[src/design/bchd_pkg.sv]
package bchd_pkg;

    localparam int unsigned TIME_W     = 32;
    localparam int unsigned DEBOUNCE_W = 16;
    localparam int unsigned GAP_W      = 16;
    localparam int unsigned HOLD_W     = 20;
    localparam int unsigned CFG_IDX_W  = 2;
    localparam int unsigned CFG_DATA_W = 20;
    localparam int unsigned EVT_W      = 2;
    localparam int unsigned S_DATA_W   = 40;
    localparam int unsigned M_DATA_W   = 8;

    // event codes
    localparam logic [EVT_W-1:0] EVT_NONE  = 2'd0;
    localparam logic [EVT_W-1:0] EVT_CLICK = 2'd1;
    localparam logic [EVT_W-1:0] EVT_HOLD  = 2'd2;

    // register indexes
    localparam logic [CFG_IDX_W-1:0] REG_DEBOUNCE = 2'd0;
    localparam logic [CFG_IDX_W-1:0] REG_GAP      = 2'd1;
    localparam logic [CFG_IDX_W-1:0] REG_HOLD     = 2'd2;

    localparam logic [DEBOUNCE_W-1:0] DEBOUNCE_RST = 16'd10;
    localparam logic [GAP_W-1:0]      GAP_RST      = 16'd280;
    localparam logic [HOLD_W-1:0]     HOLD_RST     = 20'd10000;

    typedef struct packed {
        logic [DEBOUNCE_W-1:0] debounce_ms;
        logic [GAP_W-1:0]      double_click_gap_ms;
        logic [HOLD_W-1:0]     hold_time_ms;
    } cfg_t;

    typedef struct packed {
        logic              previous_level;
        logic              waiting_for_second;
        logic              second_click_pending;
        logic [TIME_W-1:0] press_time;
        logic [TIME_W-1:0] release_time;
        logic              ignore_release;
        logic              hold_reported;
    } btn_state_t;

    localparam btn_state_t STATE_RST = '{
        previous_level:       1'b1,
        waiting_for_second:   1'b0,
        second_click_pending: 1'b0,
        press_time:           '1,
        release_time:         '1,
        ignore_release:       1'b0,
        hold_reported:        1'b0
    };

endpackage

[src/design/bchd_eval.sv]
module bchd_eval (
    input  bchd_pkg::cfg_t                  cfg,
    input  bchd_pkg::btn_state_t            state_cur,
    input  logic                            level,
    input  logic [bchd_pkg::TIME_W-1:0]     now_ms,
    output bchd_pkg::btn_state_t            state_next,
    output logic [bchd_pkg::EVT_W-1:0]      click_event
);

    logic [bchd_pkg::TIME_W-1:0] since_release;
    logic [bchd_pkg::TIME_W-1:0] since_press;
    logic [bchd_pkg::TIME_W-1:0] click_age;
    logic [bchd_pkg::TIME_W-1:0] hold_age;
    logic [bchd_pkg::TIME_W-1:0] debounce_ext;
    logic [bchd_pkg::TIME_W-1:0] gap_ext;
    logic [bchd_pkg::TIME_W-1:0] hold_ext;
    logic press_acc;
    logic release_acc;
    logic release_upd;
    logic do_click;
    logic do_hold;
    bchd_pkg::btn_state_t mid;

    assign debounce_ext  = {{(bchd_pkg::TIME_W-bchd_pkg::DEBOUNCE_W){1'b0}}, cfg.debounce_ms};
    assign gap_ext       = {{(bchd_pkg::TIME_W-bchd_pkg::GAP_W){1'b0}},
                            cfg.double_click_gap_ms};
    assign hold_ext      = {{(bchd_pkg::TIME_W-bchd_pkg::HOLD_W){1'b0}}, cfg.hold_time_ms};

    assign since_release = now_ms - state_cur.release_time;
    assign since_press   = now_ms - state_cur.press_time;

    assign press_acc   = !level && state_cur.previous_level && (since_release > debounce_ext);
    assign release_acc = level && !state_cur.previous_level && (since_press > debounce_ext);
    assign release_upd = release_acc && !state_cur.ignore_release;

    // a timestamp just taken is "now", so its age is zero
    assign click_age = release_upd ? '0 : since_release;
    assign hold_age  = press_acc ? '0 : since_press;

    always_comb begin
        mid = state_cur;
        mid.previous_level = level;
        if (press_acc) begin
            mid.press_time           = now_ms;
            mid.ignore_release       = 1'b0;
            mid.hold_reported        = 1'b0;
            mid.second_click_pending = (since_release < gap_ext) &&
                                       !state_cur.second_click_pending &&
                                       state_cur.waiting_for_second;
            mid.waiting_for_second   = 1'b0;
        end else if (release_upd) begin
            mid.release_time = now_ms;
            if (!state_cur.second_click_pending) begin
                mid.waiting_for_second = 1'b1;
            end
        end
    end

    assign do_click = level && (click_age >= gap_ext) && mid.waiting_for_second &&
                      !mid.second_click_pending;
    assign do_hold  = !level && (hold_age >= hold_ext) && !mid.hold_reported;

    always_comb begin
        state_next  = mid;
        click_event = bchd_pkg::EVT_NONE;
        if (do_click) begin
            click_event                   = bchd_pkg::EVT_CLICK;
            state_next.waiting_for_second = 1'b0;
        end
        if (do_hold) begin
            click_event                     = bchd_pkg::EVT_HOLD;
            state_next.ignore_release       = 1'b1;
            state_next.second_click_pending = 1'b0;
            state_next.waiting_for_second   = 1'b0;
            state_next.hold_reported        = 1'b1;
        end
    end

endmodule

[src/design/button_click_hold_detector.sv]
// channel  | direction | tdata fields (low bit up)                   | tuser | tlast
// s_       | in        | button_level [0], now_ms [32:1], zero pad    | -     | -
// m_       | out       | click_event [1:0], zero pad                  | -     | -
// cfg_wr_  | in        | index 0 debounce, 1 double-click gap, 2 hold | -     | -
//
// One word per cycle sustained while m_ does not stall; a word passes from s_ to m_ through the input
// register, then one pass of compare logic that updates state and the result register.
// The per-word state loop (two 32-bit subtracts and compares) forms that pass.
// aresetn is synchronous, active low; it restores config, valid flags and state to defaults.
// A stall on m_ holds the result; s_tready stays high while the input register is
// empty or can move into the result register this cycle.
module button_click_hold_detector (
    input  logic                               aclk,
    input  logic                               aresetn,
    input  logic                               s_tvalid,
    output logic                               s_tready,
    input  logic [bchd_pkg::S_DATA_W-1:0]      s_tdata,    // button_level, now_ms
    output logic                               m_tvalid,
    input  logic                               m_tready,
    output logic [bchd_pkg::M_DATA_W-1:0]      m_tdata,    // click_event
    input  logic                               cfg_wr_en,
    input  logic [bchd_pkg::CFG_IDX_W-1:0]     cfg_wr_index,
    input  logic [bchd_pkg::CFG_DATA_W-1:0]    cfg_wr_data
);

    bchd_pkg::cfg_t                 cfg_reg;
    bchd_pkg::btn_state_t           state_reg;
    bchd_pkg::btn_state_t           state_next;
    logic                           in_valid_reg;
    logic                           in_level_reg;
    logic [bchd_pkg::TIME_W-1:0]    in_now_reg;
    logic                           out_valid_reg;
    logic [bchd_pkg::EVT_W-1:0]     out_event_reg;
    logic [bchd_pkg::EVT_W-1:0]     event_next;
    logic                           advance;

    assign advance  = in_valid_reg && (!out_valid_reg || m_tready);
    assign s_tready = !in_valid_reg || advance;
    assign m_tvalid = out_valid_reg;
    assign m_tdata  = {{(bchd_pkg::M_DATA_W-bchd_pkg::EVT_W){1'b0}}, out_event_reg};

    always_ff @(posedge aclk) begin
        if (!aresetn) begin
            cfg_reg.debounce_ms         <= bchd_pkg::DEBOUNCE_RST;
            cfg_reg.double_click_gap_ms <= bchd_pkg::GAP_RST;
            cfg_reg.hold_time_ms        <= bchd_pkg::HOLD_RST;
        end else if (cfg_wr_en) begin
            unique case (cfg_wr_index)
                bchd_pkg::REG_DEBOUNCE: cfg_reg.debounce_ms <=
                    cfg_wr_data[bchd_pkg::DEBOUNCE_W-1:0];
                bchd_pkg::REG_GAP:      cfg_reg.double_click_gap_ms <=
                    cfg_wr_data[bchd_pkg::GAP_W-1:0];
                bchd_pkg::REG_HOLD:     cfg_reg.hold_time_ms <=
                    cfg_wr_data[bchd_pkg::HOLD_W-1:0];
                default: ;
            endcase
        end
    end

    always_ff @(posedge aclk) begin
        if (!aresetn) begin
            in_valid_reg <= 1'b0;
        end else if (s_tready) begin
            in_valid_reg <= s_tvalid;
        end
    end

    always_ff @(posedge aclk) begin
        if (s_tvalid && s_tready) begin
            in_level_reg <= s_tdata[0];
            in_now_reg   <= s_tdata[bchd_pkg::TIME_W:1];
        end
    end

    bchd_eval u_eval (
        .cfg         (cfg_reg),
        .state_cur   (state_reg),
        .level       (in_level_reg),
        .now_ms      (in_now_reg),
        .state_next  (state_next),
        .click_event (event_next)
    );

    always_ff @(posedge aclk) begin
        if (!aresetn) begin
            state_reg     <= bchd_pkg::STATE_RST;
            out_valid_reg <= 1'b0;
            out_event_reg <= bchd_pkg::EVT_NONE;
        end else begin
            if (advance) begin
                state_reg     <= state_next;
                out_event_reg <= event_next;
                out_valid_reg <= 1'b1;
            end else if (m_tready) begin
                out_valid_reg <= 1'b0;
            end
        end
    end

    // a hold is flagged only together with the hold event it produces
    a_hold_flag_with_event: assert property (@(posedge aclk) disable iff (!aresetn)
        $rose(state_reg.hold_reported) |-> out_event_reg == bchd_pkg::EVT_HOLD)
        else $error("hold_reported set without a hold event");

    // the double-click window and a swallowed second click never coexist
    a_wait_pending_excl: assert property (@(posedge aclk) disable iff (!aresetn)
        !(state_reg.waiting_for_second && state_reg.second_click_pending))
        else $error("waiting_for_second and second_click_pending both set");

    // a buffered word moves on whenever the result register is free
    a_input_drains: assert property (@(posedge aclk) disable iff (!aresetn)
        in_valid_reg && !out_valid_reg |=> out_valid_reg)
        else $error("input word not moved into empty result register");

    a_event_code: assert property (@(posedge aclk) disable iff (!aresetn)
        out_valid_reg |-> (out_event_reg == bchd_pkg::EVT_NONE ||
                           out_event_reg == bchd_pkg::EVT_CLICK ||
                           out_event_reg == bchd_pkg::EVT_HOLD))
        else $error("undefined event code on output");

endmodule

[config.mk]
export PLATFORM = sky130hd
export DESIGN_NAME = button_click_hold_detector
export DESIGN_NICKNAME = d
export VERILOG_FILES = /design/src/design/bchd_pkg.sv /design/src/design/bchd_eval.sv /design/src/design/button_click_hold_detector.sv
export SDC_FILE = /design/constraint.sdc
export NUM_CORES = 1
export LEC_CHECK = 0
export ABC_AREA = 0
export BUFFER_PORTS_ARGS = -buffer_cell sky130_fd_sc_hd__buf_2
export CAP_MARGIN = 20
export CORE_MARGIN = 5
export CORE_UTILIZATION = 30
export DETAILED_ROUTE_END_ITERATION = 12
export PLACE_DENSITY = 0.53
export REMOVE_ABC_BUFFERS = 1
export SYNTH_ARGS = -nofsm -noshare
export SYNTH_HDL_FRONTEND = slang
export SYNTH_SLANG_ARGS = --single-unit
[constraint.sdc]
create_clock -name aclk -period 5.8 [get_ports aclk]
set_clock_uncertainty 0.1 [all_clocks]
set_input_delay 0 -clock aclk [delete_from_list [all_inputs] [get_ports aclk]]
set_output_delay 0 -clock aclk [all_outputs]
set_load 0.05 [all_outputs]
==> results of run 1 <==
-- tightest hold or removal path: stages --
cell and delay (ns):
buf_2 0.13, nor3b_2 0.05, buf_4 0.21, nand2_1 0.09
a21boi_0 0.06
-- synth_stat cells (6+ instances only) --
| library cell | n | share of area [%] |
|---|---|---|
| nor2b_1 | 40 | 2.1 |
| nand2_1 | 230 | 7.3 |
| nand2b_1 | 14 | 0.74 |
| nor2_1 | 54 | 1.7 |
| a21boi_0 | 45 | 2.9 |
| xor2_1 | 16 | 1.2 |
| edfxtp_1 | 33 | 8.4 |
| o21ai_0 | 56 | 2.4 |
| and2_1 | 8 | 0.42 |
| buf_2 | 11 | 0.47 |
| ha_1 | 145 | 15 |
| nor3_1 | 21 | 0.89 |
| inv_1 | 138 | 4.4 |
| a21o_1 | 26 | 1.7 |
| and3_1 | 10 | 0.53 |
| dfxtp_1 | 125 | 21 |
| a31oi_1 | 7 | 0.37 |
| o2111ai_1 | 6 | 0.45 |
| nand3_1 | 15 | 0.64 |
| o21bai_1 | 10 | 0.64 |
| and2b_1 | 6 | 0.38 |
| buf_6 | 6 | 0.57 |
| mux2i_1 | 34 | 2.9 |
| xnor2_1 | 28 | 2.1 |
| o21a_1 | 18 | 1.1 |
| buf_4 | 8 | 0.51 |
| a211oi_1 | 17 | 1.1 |
| o211ai_1 | 49 | 3.1 |
| o211ai_2 | 10 | 1.1 |
| nand4_1 | 21 | 1.1 |
| clkbuf_1 | 31 | 0.99 |
| a21oi_1 | 101 | 4.3 |
-- timing repair --
action | in CTS | in global routing
pin swaps | 45 | 39
cloned | 0 | 1
hold buffers | 60 | 0
endpoints found under the hold margin | 91 | 0
buffers inserted | 26 | 12
setup endpoints to repair | 6 | 6
gates resized for setup | 69 | 29
-- metrics by stage --
| step | utilization, % | setup TNS (ns) | area, µm² | instances |
|---|---|---|---|---|
| after floorplan | - | -1.30 | 11500 | 1375 |
| after global placement | 36.2 | -2.87 | 14000 | 2162 |
| after detailed placement | 36.2 | -3.43 | 14000 | 2162 |
| after CTS | 40.7 | -0.919 | 15800 | 2280 |
| after global routing | 41.5 | -2.12 | 16100 | 2293 |
| final | 41.5 | -0.504 | 16100 | 2293 |
-- where the power goes --
part	total, mW	switching [mW]	leakage, nW	internal [mW]
clock network	1.23	0.492	0.306	0.734
registers	1.20	0.0347	1.34	1.17
logic	0.893	0.457	5.74	0.436
-- per-layer routing --
layer	vias to the layer above	routed length, µm	share of wire, %
met4	0	835	2.3
met2	181	16500	45
met3	44	1150	3.2
met1	5279	17800	49
met5	-	0	0
li1	5721	-	-
-- cell families (layout without fill, tap and decap cells) --
| group | Yosys count | count (layout) |
|---|---|---|
| muxes | 35 | 35 |
| DFF | 158 | 158 |
| other | 1 | 6 |
| buffers and inverters | 196 | 538 |
| AOI/OAI and AO/OA | 398 | 398 |
| adders and majority gates | 147 | 147 |
| and+or+nand+nor | 449 | 449 |
| xor gates and xnor gates | 44 | 44 |
-- worst paths after layout --
path	start	end	slack [ns]	cells after the start
worst max-delay path	in_now_reg[0]$_DFFE_PP_	state_reg[67]$_SDFFE_PN0P_	-0.17	32
worst min-delay path	cfg_wr_index[0]	cfg_reg[42]$_SDFFE_PN0P_	0.03	5
worst max register to register	in_now_reg[0]$_DFFE_PP_	state_reg[67]$_SDFFE_PN0P_	-0.17	32
worst min register to register	out_event_reg[1]$_SDFFE_PN0P_	out_event_reg[1]$_SDFFE_PN0P_	0.37	2
-- cell type report --
| type | count | area (µm²) | area share [%] |
|---|---|---|---|
| sequential | 158 | 3490 | 21.7 |
| inverter | 138 | 518 | 3.22 |
| multi-input combinational | 1079 | 7970 | 49.5 |
| clock inverter | 10 | 148 | 0.918 |
| clock buffer | 22 | 487 | 3.03 |
| timing repair buffer | 368 | 2820 | 17.6 |
| tap | 518 | 648 | 4.03 |
==> results.yml, run 1 <==
setup_path:
  cp_common_cell: "buf_4"
  critPathSlowestCell: "edfxtp_1"
  arrival_ns: 6.25
  cp_top_family: "compound AO/OA/AOI/OAI gates"
  cp_slowest_stage_delay_ns: 0.34
  critPathRequiredTime_ns: 6.08
  setup.worst_path.start_class: "register"
  worstPathMaxFanout: 5
  endpoint_kind: "register"
  cp_num_buf_inv: 4
  crit_type: "reg2reg"
grt:
  met3_usage_pct: 2.41
  gr-usage-met1_pct: 22.8
  globalRouteTotalUtil_pct: 16.6
  grtUsageMet2_pct: 27.1
  grt_overflow_total: 0
  grt_max_degree: 71
  grt_antenna_before_repair: 0
  top_usage_layer: "met2"
  grt_pass1_vias: 11200
  grt_pass1_wl_mm: 58.7
yosys:
  muxShareOfSynthArea_pct: 2.98
  postSynthAreaPerCell_um2: 8.25
  synth-simple-area-share_pct: 18.2
  syn_area_um2: 11800
  synth_compound_area_share_pct: 23.0
  synthArstFlopShare_pct: 0
  synth-main-ff-cell: "dfxtp_1"
  synthCells: 1428
  synth_xor_area_share_pct: 3.27
  synth_warnings: 0
  synth_edf_count: 33
  synth_seq_cells: 158
  synth_fa_ha_area_share_pct: 15.7
  synth_top_family_by_area: "compound AO/OA/AOI/OAI gates"
  yosysSeqAreaShare_pct: 29.7
  synth_cell_types: 78
floorplan:
  io_pins: 77
  initial_core_util_pct: 30.4
  die_area_um2: 43300
  die_w_um: 208
  fp-row-count: 72
  core-area_um2: 38700
  die_y_um: 208
route:
  vias_per_cell: 4.90
  detail-route-antenna-nets: 0
  drtIter0Drc: 524
  via_count: 11200
  route.detailed.drc: 0
  wl_mm: 36.3
  wl_per_cell_um: 15.8
  firstDrtPassIters: 4
sta:
  fmax_ghz: 0.168
  drv_slew: 0
  max_slew_margin_pct: 32.5
  fin_ws_ns: -0.166
  finalCritPeriodShare_pct: 103
  holdWs_ns: 0.0327
  tightest_slew_ns: 1.01
  finalSetupViolations: 5
  hold_viol_final: 0
  rsz0062_at_grt: "true"
  final.min_clock_period_ns: 5.97
clock_network:
  clk_latency_ns: 0.45
  clock_path_buffers: 2
  cts_tree: "done"
  path_clk_slew_ns: 0.07
  numCtsBuffers: 17
  cts.sinks: 158
  cts-root-buf: "clkbuf_16"
  htree_levels: 4
cells_and_area:
  final_cell_mix: "buf_4, nand2_1, inv_1"
  largest_reg_flops: 69
  fin_nets: 1976
  final_layout_size_suffix_gt1_share_pct: 24.7
  layout_commonest_cell: "buf_4"
  diodes: 0
  area_growth_syn_to_layout_pct: 36.6
  fillers: 3905
power:
  p_leak_nw: 7.38
  power.ir.vdd_worst_mv: 0.153
  p_total_mw: 3.32
  p_per_area_nw_per_um2: 206
placed_design:
  pre_cts_slack_ns: -0.671
  portBuffers: 63
  hpwl_mm: 28.3
  place_congestion: 0.910
run:
  drv_cap: 0
run_status:
  violations: "setup timing"
  status: "finished with violations"
hold_path:
  hold_path_class: "in2reg"
Note: power is estimated with default switching activity, not from simulation.
==> run 2: changes to the inputs <==
PLACE_DENSITY = 0.51   (was 0.53)
clock period = 7.65 ns   (was 5.8 ns; I/O delays follow)
==> run 2 against run 1 <==
Against the previous run: critical path type unchanged; routed wire length is 9.5% lower; hold slack better by 0.0055 ns; fmax is 16% lower; worst setup slack better by 0.72 ns; critical endpoint unchanged; the run now ends clean; clock-buffer cell count is 1 lower; combinational power is 44% lower; sequential share of layout area is 3.8 points higher; die area stayed put; largest power group is now sequential cells.
==> results.yml, run 2 (same netlist as run 1, synthesis figures left out) <==
route:
  drtIter0Drc: 471
  wl_per_cell_um: 16.0
  vias_per_cell: 4.97
  detail-route-antenna-nets: 0
  routed.top_layer: "met4"
  wl_mm: 32.8
  firstDrtPassIters: 5
  met3_wirelength_mm: 1.07
  wl_met2_mm: 14.7
  route.detailed.drc: 0
  drt-met1-wl_mm: 16.7
  via_count: 10200
grt:
  grt_antenna_before_repair: 0
  grt_max_degree: 69
  grt_pass1_vias: 9996
  grt_overflow_total: 0
  globalRouteTotalUtil_pct: 15.1
  grt_pass1_wl_mm: 53.3
sta:
  final.min_clock_period_ns: 7.09
  drv_slew: 0
  finalSetupViolations: 0
  fin_ws_ns: 0.557
  max_slew_margin_pct: 34.1
  hold_viol_final: 0
  tightest_slew_ns: 0.964
  finalCritPeriodShare_pct: 92.7
  tns_ns: 0
  fmax_ghz: 0.141
  rsz0062_at_grt: "false"
floorplan:
  die_w_um: 208
  die_area_um2: 43300
  io_pins: 77
  initial_core_util_pct: 30.4
  core-area_um2: 38700
  die_y_um: 208
  fp-row-count: 72
setup_path:
  cp_slowest_stage_delay_ns: 0.49
  cp-endpoint: "state_reg[67]$_SDFFE_PN0P_"
  critPathRequiredTime_ns: 7.92
  r2r_end: "state_reg[67]$_SDFFE_PN0P_"
  rr_worst_depth: 27
  worstPathMaxFanout: 19
  cp_common_cell: "a21oi_1"
  rrSetupSlack_ns: 0.56
  critPathSlowestCell: "o21ai_0"
  reg2reg_from: "in_now_reg[3]$_DFFE_PP_"
  arrival_ns: 7.36
  crit_start: "in_now_reg[3]$_DFFE_PP_"
  endpoint_kind: "register"
  setup.worst_path.start_class: "register"
  crit_type: "reg2reg"
cells_and_area:
  layout_commonest_cell: "nand2_1"
  fin_nets: 1737
  fillers: 4066
  final_cell_mix: "nand2_1, ha_1, inv_1"
  final_layout_size_suffix_gt1_share_pct: 8.59
  area_growth_syn_to_layout_pct: 16.2
  largest_reg_flops: 69
  diodes: 0
clock_network:
  path_clk_slew_ns: 0.07
  cts-root-buf: "clkbuf_16"
  post-cts-setup-buffers: 0
  htree_levels: 4
  clk_latency_ns: 0.45
  cts.sinks: 158
  cts_tree: "done"
  clock_path_buffers: 2
  numCtsBuffers: 17
placed_design:
  place_congestion: 0.893
  pre_cts_slack_ns: 0.567
  portBuffers: 63
  hpwl_mm: 25.5
run:
  drv_cap: 0
hold_path:
  hold_depth: 5
  hold_path_class: "in2reg"
run_status:
  status: "complete, no violations"
power:
  p_leak_nw: 6.10
  p_total_mw: 2.27
  p_per_area_nw_per_um2: 166
  power.ir.vdd_worst_mv: 0.111
## run 2: what timing repair did
item / 4_1_cts / 5_1_grt
endpoints found under the hold margin: 97 / 0
endpoints found under the setup margin: 0 / 2
hold buffers: 58 / 0
gates resized for setup: 0 / 1
## run 2: metrics by stage
stage | instance area, µm² | utilization [%] | hold WS, ns | instances
floorplan | 11500 | - | -0.0381 | 1375
global placement | 12500 | 32.3 | 0.0775 | 1963
detailed placement | 12500 | 32.3 | 0.0785 | 1963
CTS | 13700 | 35.3 | 0.00387 | 2053
global route | 13700 | 35.3 | 0.0420 | 2054
finish | 13700 | 35.3 | 0.0383 | 2054
## run 2: how the worst min path moves through the flow
stage	start	end	slack (ns)
3_3_place_gp	s_tdata[32]	in_now_reg[31]$_DFFE_PP_	0.08
6_report	cfg_wr_index[1]	cfg_reg[38]$_SDFFE_PN0P_	0.04
4_1_cts	cfg_wr_index[1]	cfg_reg[51]$_SDFFE_PN0P_	0.004
5_1_grt	cfg_wr_index[1]	cfg_reg[41]$_SDFFE_PN0P_	0.04
3_5_place_dp	s_tdata[32]	in_now_reg[31]$_DFFE_PP_	0.08
2_1_floorplan	aresetn	state_reg[36]$_SDFFE_PN1P_	-0.04
## run 2: where the power goes
part | total [mW] | leakage, nW | internal [mW] | switching (mW)
sequential | 0.910 | 1.34 | 0.884 | 0.0264
clock | 0.854 | 0.286 | 0.478 | 0.376
combinational | 0.503 | 4.47 | 0.210 | 0.293
## run 2: layout make-up
type	count	area, µm²	area share, %
clock inverters	11	105	0.768
flip-flops and latches	158	3490	25.5
well taps	518	648	4.74
inverters	138	518	3.78
multi-input cells	1079	7480	54.7
repair buffers	129	971	7.09
clock buffers	21	470	3.44
## run 2: worst max-delay path, delay by kind of cell (launching register included)
kind            cells  cell delay (ns)
xor+xnor            1             0.49
compound gates     15             3.54
fa+ha+maj           3             0.90
simple gates        6             1.01
buf+inv             2             0.49
flops               1             0.44
## run 2: layer usage
metal  GRT usage (%)  vias to the layer above
met1            21.4                     4791
met4            3.60                        0
met5               0                        -
li1                -                     5246
met3            2.23                       21
met2            24.2                      160
